[src/rtl/core/trz_pkg.sv]
// Shared types and constants of the triangle rasterizer with depth buffer.
// Depends on nothing; every RTL file of the block imports it.
`default_nettype none

package trz_pkg;

    // Screen geometry.
    localparam int WIDTH  = 256;
    localparam int HEIGHT = 256;
    localparam int NPIX   = WIDTH * HEIGHT;
    localparam int AW     = $clog2(NPIX);
    localparam int XW     = $clog2(WIDTH);
    localparam int YW     = $clog2(HEIGHT);

    // Arithmetic widths: vertex minus pixel, product, edge value, its magnitude,
    // denominator and weighted depth sum.
    localparam int DW   = 17;
    localparam int PW   = 2 * DW;
    localparam int WW   = PW + 1;
    localparam int MW   = PW;
    localparam int DENW = MW + 2;
    localparam int NUMW = MW + 2 + 16;
    localparam int QW   = 16;

    localparam logic [15:0] EMPTY_DEPTH = 16'hFFFF;
    localparam logic [16:0] COUNT_MAX   = 17'h1FFFF;

    // Operation codes.
    localparam logic [1:0] OP_DRAW  = 2'd0;
    localparam logic [1:0] OP_READ  = 2'd1;
    localparam logic [1:0] OP_CLEAR = 2'd2;

    typedef struct packed {
        logic [1:0]         operation;
        logic signed [15:0] ax;
        logic signed [15:0] ay;
        logic [15:0]        az;
        logic signed [15:0] bx;
        logic signed [15:0] by_coord;
        logic [15:0]        bz;
        logic signed [15:0] cx;
        logic signed [15:0] cy;
        logic [15:0]        cz;
        logic [23:0]        fill_color;
        logic [15:0]        pixel_address;
    } t_cmd;

    typedef struct packed {
        logic [23:0] read_color;
        logic [15:0] read_depth;
        logic [16:0] pixels_written;
    } t_res;

    typedef struct packed {
        logic            start;
        logic [NUMW-1:0] num;
        logic [DENW-1:0] den;
    } t_div_req;

    typedef struct packed {
        logic          done;
        logic [QW-1:0] quot;
    } t_div_rsp;

endpackage

`default_nettype wire

[src/rtl/core/trz_div.sv]
// Restoring divider for the interpolated depth, one quotient bit per cycle.
// Depends on trz_pkg.
`default_nettype none

module trz_div (
    input  wire logic              i_clk,
    input  wire logic              i_rst_n,
    input  wire trz_pkg::t_div_req i_req,
    output trz_pkg::t_div_rsp      o_rsp
);
    import trz_pkg::*;

    localparam int SHW = DENW + QW - 1;

    logic [NUMW-1:0] r_rem;
    logic [SHW-1:0]  r_dsh;
    logic [QW-1:0]   r_quot;
    logic [3:0]      r_cnt;
    logic            r_run;
    logic            r_done;
    logic            w_fit;

    // Quotient is known to stay below 2**QW, so QW steps suffice.
    assign w_fit = r_rem >= NUMW'(r_dsh);

    always_ff @(posedge i_clk) begin
        if (!i_rst_n) begin
            r_run  <= 1'b0;
            r_done <= 1'b0;
            r_cnt  <= '0;
        end else begin
            r_done <= 1'b0;
            if (i_req.start) begin
                r_run <= 1'b1;
                r_cnt <= '0;
            end else if (r_run) begin
                r_cnt <= r_cnt + 4'd1;
                if (r_cnt == 4'(QW - 1)) begin
                    r_run  <= 1'b0;
                    r_done <= 1'b1;
                end
            end
        end
    end

    always_ff @(posedge i_clk) begin
        if (i_req.start) begin
            r_rem  <= i_req.num;
            r_dsh  <= SHW'(i_req.den) << (QW - 1);
            r_quot <= '0;
        end else if (r_run) begin
            if (w_fit) begin
                r_rem <= r_rem - NUMW'(r_dsh);
            end
            r_quot <= {r_quot[QW-2:0], w_fit};
            r_dsh  <= r_dsh >> 1;
        end
    end

    assign o_rsp.done = r_done;
    assign o_rsp.quot = r_quot;

    busy_start_a: assert property (@(posedge i_clk) disable iff (!i_rst_n)
        i_req.start |=> r_run)
        else $error("divider did not start");
    done_once_a: assert property (@(posedge i_clk) disable iff (!i_rst_n)
        r_done |=> !r_done)
        else $error("divider done held");
    done_ends_run_a: assert property (@(posedge i_clk) disable iff (!i_rst_n)
        r_done |-> !r_run)
        else $error("divider done while running");

endmodule

`default_nettype wire

[config.mk]
export PLATFORM = sky130hd
export DESIGN_NAME = trz_div
export DESIGN_NICKNAME = d
export VERILOG_FILES = /design/src/rtl/core/trz_pkg.sv /design/src/rtl/core/trz_div.sv
export SDC_FILE = /design/constraint.sdc
export NUM_CORES = 1
export LEC_CHECK = 0
export CAP_MARGIN = 20
export CELL_PAD_IN_SITES_DETAIL_PLACEMENT = 1
export CELL_PAD_IN_SITES_GLOBAL_PLACEMENT = 2
export CORE_MARGIN = 2
export CORE_UTILIZATION = 40
export DETAILED_ROUTE_END_ITERATION = 12
export DONT_BUFFER_PORTS = 1
export PLACE_DENSITY_LB_ADDON = 0.15
export SLEW_MARGIN = 20
export SYNTH_ARGS = -nofsm -noshare
export SYNTH_HDL_FRONTEND = slang
export SYNTH_SLANG_ARGS = --single-unit
[constraint.sdc]
create_clock -name i_clk -period 4.4 [get_ports i_clk]
set_input_delay 0.44 -clock i_clk [delete_from_list [all_inputs] [get_ports i_clk]]
set_output_delay 0.44 -clock i_clk [all_outputs]
set_load 0.02 [all_outputs]
==> flow_summary_export.csv, run 1 <==
group,metric,value,unit
clock_network,cts_tree,"done",
placement,hpwl,16.0,mm
sta,finalHoldViolCount,0,
drt,routed_via_density,5.51,
synth,netlist_instances,934,
finish,fin_util,44.5,%
clock_network,clockBufferDepth,2,
sta,fin_ws,0.617,ns
synth,synth_edf_count,88,
setup_path,cp_slowest_stage_delay,0.54,ns
clock_network,ctsResizeCount,0,
drt,drtPass1Iterations,4,
placement,place_ws,0.710,ns
clock_network,clock-sinks,125,
sta,fin_crit,3.78,ns
hold_path,hold_start,"i_rst_n",
synth,synth.top_cell.area_share,32.1,%
hold_path,whs_path_depth,1,
drt,wl_per_cell,18.8,um
floorplan,start_util,40.7,%
drt,vias,6566,
synth,ys.flop_type,"edfxtp_1",
finish,finish.net_count,1053,
sta,fmax,0.264,GHz
synth,ys_seq_elements,125,
setup_path,ff2ff_path_depth,12,
clock_network,clock_latency,0.43,ns
synth,yosysTopAreaCell,"edfxtp_1",
clock_network,clkTransAtPathRegs,0.07,ns
floorplan,die_w,148,um
setup_path,reg2reg_to,"r_rem[14]",
setup_path,worstReg2RegStart,"r_dsh[13]",
status,status,"completed",
drt,initialDrtViolationCount,380,
setup_path,worstPathRequired,4.52,ns
finish,fin_cells,1192,
sta,worstMarginPinSlew,1.00,ns
synth,synth.avg_cell_area,8.82,um^2
setup_path,worstSetupPathType,"reg -> reg",
floorplan,fp.dieH,148,um
drt,drc_errors,0,
finish,drive_gt1_share,7.27,%
clock_network,cts_buffers,17,
setup_path,worstSetupStartpointType,"flop",
synth,yosysMostFrequentCell,"nand2_1",
synth,synth_common_cells,"nand2_1, o21ai_0, edfxtp_1",
global_routing,grt_first_pass_wirelength,36.4,mm
sta,period_share,86.0,%
setup_path,critPathSlowestCell,"o31ai_2",
sta,slew_violations,0,
finish,area_growth,9.34,%
setup_path,critPathArrivalTime,3.90,ns
finish,multiInputGateArea,4420,um^2
clock_network,clockRootBuffer,"clkbuf_16",
global_routing,grt_pass1_vias,6998,
clock_network,cts_setup_buffers,0,
pwr,vdd_drop_max,0.288,mV
synth,synthArstFlopShare,0,%
synth,syn_area,8240,um^2
sta,rsz0062_at_grt,"no",
floorplan,ios,108,
setup_path,crit_top_cell,"nand2_1",
finish,nFillCells,2379,
pwr,powerDensity,580,nW/um^2
global_routing,grt_max_degree,200,
pwr,fin_total_pwr,5.23,mW
sta,setup_viol,0,
hold_path,min-delay-path-class,"in -> reg",
floorplan,std_cell_rows,52,
finish,ff_latch_area,3390,um^2
hold_path,whs_endpoint,"r_run",
setup_path,cp.depth,12,
setup_path,ff2ff_setup_slack,0.62,ns
clock_network,cts_hold_buf,0,
sta,setup_tns,0,ns
flow_run,cap_viol_max_count,0,
synth,yosysSeqAreaShare,41.1,%
setup_path,critPathTopFamily,"compound AO/OA/AOI/OAI gates",
global_routing,grtUsageTotal,21.0,%
floorplan,die_area,21800,um^2
floorplan,core_area,20200,um^2
sta,fin_skew,0.0121,ns
drt,wirelength,22.4,mm
finish,antennaDiodeCount,0,
synth,synth_area_leaders,"edfxtp_1, dfxtp_1, ha_1",
setup_path,cp.buffers_inverters,2,
setup_path,worst-path-max-fanout,28,
global_routing,antenna_found_initial,0,
synth,yosysWarnings,0,
setup_path,cp_cell_sequence,"inv_1, ha_1, nand2_1, nor3_1, nand2_1, o21ai_0, a21oi_1, o31ai_2, nand3_1, nand2_1, a21o_2, buf_12",
placement,dp.cells,1160,
pwr,leakagePower,3.63,nW
clock_network,h-tree-depth,4,
placement,io_buffers,0,
global_routing,grt-ovfl-total,0,
setup_path,critPathCaptureType,"flop",
placement,gp_congestion,0.857,
synth,ys_types,71,
drt,postRouteAntennaNets,0,
synth,synth.net_count,1078,
sta,slew_headroom,33.1,%
==> per-layer routing <==
layer  routed length, um  up-vias  GRT usage [%]
met5                   0        -              0
met4                 338        0           5.77
met3                 731       25           4.48
met2               10500      118           34.7
met1               10800     3183           28.1
li1                    -     3240              -
==> stage by stage <==
step,hold WS (ns),instance area [um^2]
2_1_floorplan,0.439,8240
3_3_place_gp,0.454,8420
3_5_place_dp,0.467,8420
4_1_cts,0.0750,9010
5_1_grt,0.0726,9010
6_report,0.134,9010
==> cell usage in the layout, fill, tap and decap left out, types with 3 or more instances in the layout <==
cell type    n
a211oi_1     4
a21bo_2      3
a21o_1      33
a21oi_1     60
a221o_1      3
a31o_2       4
a31oi_1      3
a41oi_1      3
and2_1       9
and3_1       8
clkbuf_16   19
clkinv_4     3
dfxtp_1     36
edfxtp_1    88
ha_1        52
inv_1       63
inv_6        6
mux2_2       3
mux2i_1     31
nand2_1    164
nand2b_1     4
nand3_1     17
nand4_1      9
nor2_1      63
nor2b_1      5
nor3_1       7
o21a_1       5
o21ai_0     95
o21ai_1     11
o21bai_1     9
xnor2_1     30
xor2_1      20
==> worst reg2reg max path, stage by stage (launching register included) <==
cell and delay, ns:
dfxtp_1 0.36, inv_1 0.06, ha_1 0.37, nand2_1 0.13, nor3_1 0.33, nand2_1 0.18
o21ai_0 0.29, a21oi_1 0.20, o31ai_2 0.54, nand3_1 0.18, nand2_1 0.10, a21o_2 0.43
buf_12 0.29
==> where the power goes <==
| group | switching [mW] | leakage (nW) | internal [mW] |
|---|---|---|---|
| logic | 1.33 | 2.13 | 0.871 |
| registers | 0.0828 | 1.20 | 1.51 |
| clock network | 0.621 | 0.295 | 0.810 |
| total | 2.04 | 3.63 | 3.19 |
==> how the worst max path moves through the flow <==
stage	start	end	slack, ns
after global routing	r_dsh[12]	r_rem[14]	0.31
after CTS	r_dsh[13]	r_rem[14]	0.60
after floorplan	r_rem[12]	r_rem[0]	0.80
after detailed placement	r_rem[0]	r_rem[12]	0.71
final	r_dsh[13]	r_rem[14]	0.62
after global placement	r_dsh[12]	r_rem[27]	0.86
==> registers in the layout (all words and copies together) (netlist names) <==
name,flops
r_dsh,51
r_run,1
r_rem,52
r_quot,16
r_cnt,4
r_done,1
==> logic make-up (layout without fill, tap and decap cells) <==
group / count (synthesis) / in the layout / share of synthesized area [%]
adder cells (fa/ha/maj): 53 / 53 / 8.14
multiplexers: 34 / 34 / 4.18
flip-flops: 125 / 125 / 41.1
AO/OA/AOI/OAI: 265 / 265 / 20.6
AND/OR/NAND/NOR: 296 / 296 / 15.4
XOR/XNOR: 50 / 50 / 5.32
buffers and inverters: 111 / 99 / 5.32
==> layout make-up <==
type	count	area share (%)
Clock inverter	13	1.26
Multi-Input combinational cell	698	49.0
Tap cell	270	3.75
Sequential cell	125	37.6
Timing Repair Buffer	3	0.389
Inverter	64	2.67
Clock buffer	19	5.28
Note: power is estimated with default switching activity, not from simulation.
==> inputs of run 2 (changes only) <==
--- a/config.mk
+++ b/config.mk
@@ -10,5 +10,5 @@
 export CELL_PAD_IN_SITES_GLOBAL_PLACEMENT = 2
 export CORE_MARGIN = 2
-export CORE_UTILIZATION = 40
+export CORE_UTILIZATION = 43
 export DETAILED_ROUTE_END_ITERATION = 12
 export DONT_BUFFER_PORTS = 1
==> constraint.sdc (replaced) <==
create_clock -name i_clk -period 4.85 [get_ports i_clk]
set_input_delay 0.485 -clock i_clk [delete_from_list [all_inputs] [get_ports i_clk]]
set_output_delay 0.485 -clock i_clk [all_outputs]
set_load 0.005 [all_outputs]
==> run 2 against run 1 <==
Against the previous run:
- clock power shrank 10%
- hold slack gained 0.023 ns
- clock-buffer cell count shrank 1
- die area shrank 6.8%
- register-to-register slack gained 0.72 ns
- worst setup slack gained 0.72 ns
- critical path type unchanged
==> flow_summary_export.csv, run 2 (synthesis gave the netlist of run 1 again) <==
group,metric,value,unit
sta,fin_ws,1.34,ns
sta,worstMarginPinSlew,0.984,ns
placement,io_buffers,0,
finish,antennaDiodeCount,0,
finish,area_growth,8.61,%
placement,hpwl,15.9,mm
drt,wl_met3,805,um
finish,final_common_cell,"nand2_1",
sta,setup_tns,0,ns
clock_network,clockRootBuffer,"clkbuf_16",
placement,gp_congestion,0.884,
drt,vias,6639,
placement,place_ws,1.36,ns
drt,routed.top_layer,"met4",
floorplan,die_area,20300,um^2
global_routing,grt_first_pass_wirelength,35.7,mm
drt,routed_via_density,5.74,
setup_path,critPathSlowestCell,"o31ai_2",
clock_network,cts_tree,"done",
drt,wirelength,21.9,mm
finish,top_register,"r_rem",
finish,largest_registers,"r_rem (52), r_dsh (51), r_quot (16)",
floorplan,start_util,43.9,%
pwr,power_frac_clock,27.3,%
setup_path,critPathArrivalTime,3.60,ns
floorplan,ios,108,
sta,fin_crit,3.51,ns
sta,hold_ws,0.157,ns
clock_network,clock-sinks,125,
clock_network,h-tree-depth,4,
clock_network,ctsResizeCount,0,
drt,drtPass1Iterations,4,
floorplan,std_cell_rows,50,
sta,finalHoldViolCount,0,
sta,rsz0062_at_grt,"no",
sta,setup_viol,0,
global_routing,grt-ovfl-total,0,
drt,drc_errors,0,
drt,met2_length,10.3,mm
setup_path,worstSetupStartpointType,"flop",
pwr,leakagePower,3.62,nW
global_routing,antenna_found_initial,0,
sta,slew_headroom,34.4,%
pwr,fin_total_pwr,4.70,mW
pwr,p_int,2.87,mW
pwr,power.switching,1.84,mW
floorplan,die_w,142,um
drt,initialDrtViolationCount,287,
clock_network,cts_buffers,17,
setup_path,worst-path-max-fanout,26,
setup_path,worstSetupPathType,"reg -> reg",
setup_path,worstPathRequired,4.94,ns
finish,final_cell_mix,"nand2_1, o21ai_0, edfxtp_1",
pwr,powerDensity,526,nW/um^2
finish,drive_gt1_share,7.27,%
floorplan,fp.dieH,142,um
clock_network,cts_hold_buf,0,
setup_path,ff2ff_setup_slack,1.34,ns
global_routing,grtUsageTotal,22.3,%
finish,largest_reg_flops,52,
clock_network,clock_latency,0.43,ns
global_routing,grt_max_degree,200,
drt,m1WireLength,10.3,mm
clock_network,clockBufferDepth,2,
global_routing,grt_pass1_vias,6947,
floorplan,core_area,18800,um^2
flow_run,cap_viol_max_count,0,
sta,fmax,0.285,GHz
status,status,"completed",
setup_path,cp_slowest_stage_delay,0.56,ns
drt,postRouteAntennaNets,0,
clock_network,clkTransAtPathRegs,0.07,ns
finish,fin_util,47.7,%
setup_path,critPathCaptureType,"flop",
finish,finish.net_count,1053,
pwr,p_seq_share,30.6,%
pwr,vdd_drop_max,0.255,mV
pwr,power_switching_share,39.0,%
sta,fin_skew,0.0155,ns
pwr,p_comb_share,42.2,%
hold_path,min-delay-path-class,"in -> reg",
setup_path,cp_cell_sequence,"inv_1, ha_1, nand2_1, nor3_1, nand2_1, o21ai_0, a21oi_1, o31ai_2, nand3_1, nand2_1, a21o_2, buf_4",
clock_network,cts_setup_buffers,0,
sta,period_share,72.4,%
drt,wl_per_cell,18.9,um
setup_path,crit_top_cell,"nand2_1",
sta,slew_violations,0,
[run 2: area by class of cell]
cell class | instances | area, um^2
Clock inverter | 14 | 136
Inverter | 64 | 240
Multi-Input combinational cell | 698 | 4420
Tap cell | 234 | 293
Clock buffer | 18 | 450
Timing Repair Buffer | 3 | 22.5
Sequential cell | 125 | 3390
Fill cell | 2211 | 9820
[run 2: critical path: cells and delay by family, from the launching register on]
kind	cells	cell delay (ns)
adder cells (fa/ha/maj)	1	0.38
flip-flops	1	0.36
AO/OA/AOI/OAI	4	1.07
AND/OR/NAND/NOR	5	0.91
buffers and inverters	2	0.42
[run 2: metrics by stage]
step / cell area, um^2 / std cells
floorplan: 8240 / 934
global placement: 8360 / 1124
detailed placement: 8360 / 1124
CTS: 8950 / 1156
global route: 8950 / 1156
finish: 8950 / 1156
[run 2: power by group through the flow]
| stage | registers, mW | clock network (mW) | logic (mW) |
|---|---|---|---|
| after floorplan | 1.43 | 0 | 1.53 |
| after global placement | 1.45 | 0 | 1.92 |
| after detailed placement | 1.46 | 0 | 1.96 |
| after CTS | 1.44 | 1.31 | 1.99 |
| after global routing | 1.46 | 1.35 | 2.21 |
| final | 1.44 | 1.28 | 1.98 |
[run 2: worst paths after layout]
kind	start	endpoint	cells after the start
setup / recovery	r_dsh[12]	r_rem[22]	12
hold reg to reg	r_cnt[3]	r_done	2
setup reg to reg	r_dsh[12]	r_rem[22]	12
hold / removal	i_req[88]	r_dsh[13]	1
[run 2: routing by layer]
| metal | vias to the layer above | GRT usage (%) |
|---|---|---|
| li1 | 3243 | - |
| met1 | 3235 | 29.1 |
| met2 | 132 | 37.5 |
| met3 | 29 | 3.80 |
| met4 | 0 | 7.56 |
| met5 | - | 0 |
==> inputs of run 3 (changes only) <==
CORE_UTILIZATION = 40   (was 43)
clock period = 3.65 ns   (was 4.85 ns; I/O delays follow)
==> run 3 against run 2 <==
Against the previous run:
- clock power increased by 32%
- routed wire length increased by 2.2%
- sequential power increased by 33%
- sequential share of layout area decreased by 0.23 points
- maximum frequency increased by 4.5%
- largest cell class unchanged
- largest power group unchanged
- total power increased by 33%
- register-to-register slack got worse by 1.0 ns
- critical path type unchanged
==> flow_summary_export.csv, run 3 (synthesis gave the netlist of run 1 again) <==
group,metric,value,unit
sta,fmax,0.298,GHz
finish,largest_reg_flops,52,
placement,io_buffers,0,
drt,wirelength,22.4,mm
drt,drc_errors,0,
finish,drive_gt1_share,7.37,%
clock_network,ctsResizeCount,0,
drt,initialDrtViolationCount,315,
setup_path,worstSetupPathType,"reg -> reg",
floorplan,core_area,20200,um^2
status,status,"completed",
floorplan,std_cell_rows,52,
setup_path,cp-endpoint,"r_rem[45]",
global_routing,antenna_found_initial,0,
finish,area_growth,9.26,%
pwr,leakagePower,3.63,nW
setup_path,ff2ff_path_depth,11,
pwr,powerDensity,696,nW/um^2
sta,period_share,92.1,%
floorplan,die_w,148,um
setup_path,worstReg2RegStart,"r_dsh[10]",
sta,fin_ws,0.290,ns
global_routing,grt-ovfl-total,0,
clock_network,clkTransAtPathRegs,0.07,ns
global_routing,grtUsageTotal,21.0,%
finish,fin_util,44.5,%
placement,place_ws,0.348,ns
clock_network,clock-sinks,125,
placement,gp_congestion,0.851,
setup_path,worstPathRequired,3.82,ns
floorplan,fp.dieH,148,um
setup_path,reg2reg_to,"r_rem[45]",
floorplan,start_util,40.7,%
finish,fin_cells,1194,
clock_network,clockBufferDepth,2,
placement,hpwl,16.1,mm
sta,fin_crit,3.36,ns
sta,fin_skew,0.00848,ns
finish,final_cell_mix,"nand2_1, o21ai_0, edfxtp_1",
drt,routed_via_density,5.49,
global_routing,grt_pass1_vias,7049,
drt,wl_per_cell,18.7,um
clock_network,cts_hold_buf,0,
clock_network,cts_tree,"done",
sta,setup_tns,0,ns
sta,slew_headroom,29.5,%
finish,finish.net_count,1054,
floorplan,ios,108,
placement,dp.cells,1161,
clock_network,cts_setup_buffers,0,
setup_path,startpoint,"r_dsh[10]",
finish,largest_registers,"r_rem (52), r_dsh (51), r_quot (16)",
hold_path,min-delay-path-class,"in -> reg",
flow_run,cap_viol_max_count,0,
setup_path,critPathArrivalTime,3.53,ns
sta,setup_viol,0,
setup_path,critPathCaptureType,"flop",
pwr,vdd_drop_max,0.336,mV
finish,top_register,"r_rem",
clock_network,clock_latency,0.43,ns
floorplan,die_area,21800,um^2
drt,postRouteAntennaNets,0,
clock_network,cts_buffers,17,
finish,final_common_cell,"nand2_1",
global_routing,grt_first_pass_wirelength,36.4,mm
sta,slew_violations,0,
sta,finalHoldViolCount,0,
clock_network,clockRootBuffer,"clkbuf_16",
setup_path,worstSetupStartpointType,"flop",
drt,vias,6555,
setup_path,ff2ff_setup_slack,0.29,ns
clock_network,h-tree-depth,4,
pwr,fin_total_pwr,6.27,mW
drt,drtPass1Iterations,5,
sta,worstMarginPinSlew,1.06,ns
sta,rsz0062_at_grt,"no",
setup_path,worst-path-max-fanout,6,
global_routing,grt_max_degree,200,
==> run 3: cell types whose count changed in the layout (fill, tap and decap cells not counted) <==
cell        previous run  this run
clkinv_8               1         0
inv_6                  6         3
clkinv_2               0         2
clkinv_4               1         4
buf_12                 0         1
clkinvlp_4             1         0
diode_2                0         1
==> run 3: metrics by stage <==
step / area, um^2 / hold WS (ns)
after floorplan: 8240 / 0.439
after global placement: 8430 / 0.451
after detailed placement: 8430 / 0.461
after CTS: 9000 / 0.00413
after global routing: 9000 / 0.00386
final: 9000 / 0.0711
==> run 3: power by group <==
| group | switching (mW) | leakage [nW] | internal [mW] |
|---|---|---|---|
| logic | 1.60 | 2.13 | 1.06 |
| registers | 0.103 | 1.20 | 1.82 |
| clock network | 0.756 | 0.288 | 0.936 |
| total | 2.46 | 3.63 | 3.81 |
==> run 3: worst min-delay path by stage <==
| stage | cells after the start | to | startpoint |
|---|---|---|---|
| after global placement | 2 | r_done | r_cnt[3] |
| after CTS | 1 | r_dsh[14] | i_req[88] |
| final | 1 | r_dsh[12] | i_req[88] |
| after floorplan | 2 | r_done | r_cnt[3] |
| after detailed placement | 1 | r_dsh[11] | i_req[88] |
| after global routing | 1 | r_dsh[12] | i_req[88] |
==> run 3: layer usage <==
metal	up-vias	GRT usage, %	part of all wire, %
li1	3244	-	-
met1	3184	27.6	48
met2	108	35.4	47
met3	19	4.10	3.5
met4	0	5.29	1.3
met5	-	0	0
==> run 3: final cells by class <==
cell class | instances | area [um^2]
diodes | 1 | 2.50
well taps | 270 | 338
inverters | 64 | 240
flip-flops and latches | 125 | 3390
multi-input cells | 698 | 4420
clock buffers | 18 | 450
clock inverters | 14 | 123
repair buffers | 4 | 42.5
fillers | 2349 | 11200
==> run 3: critical path, stage by stage (launching register included) <==
cell and delay [ns]:
dfxtp_1 0.37, inv_1 0.06, ha_1 0.40, a21o_1 0.22, a21o_1 0.17, a21oi_1 0.21
o21ai_1 0.10, a31o_2 0.32, a41oi_2 0.31, o21ai_1 0.28, a2111oi_0 0.52, nor3_1 0.12
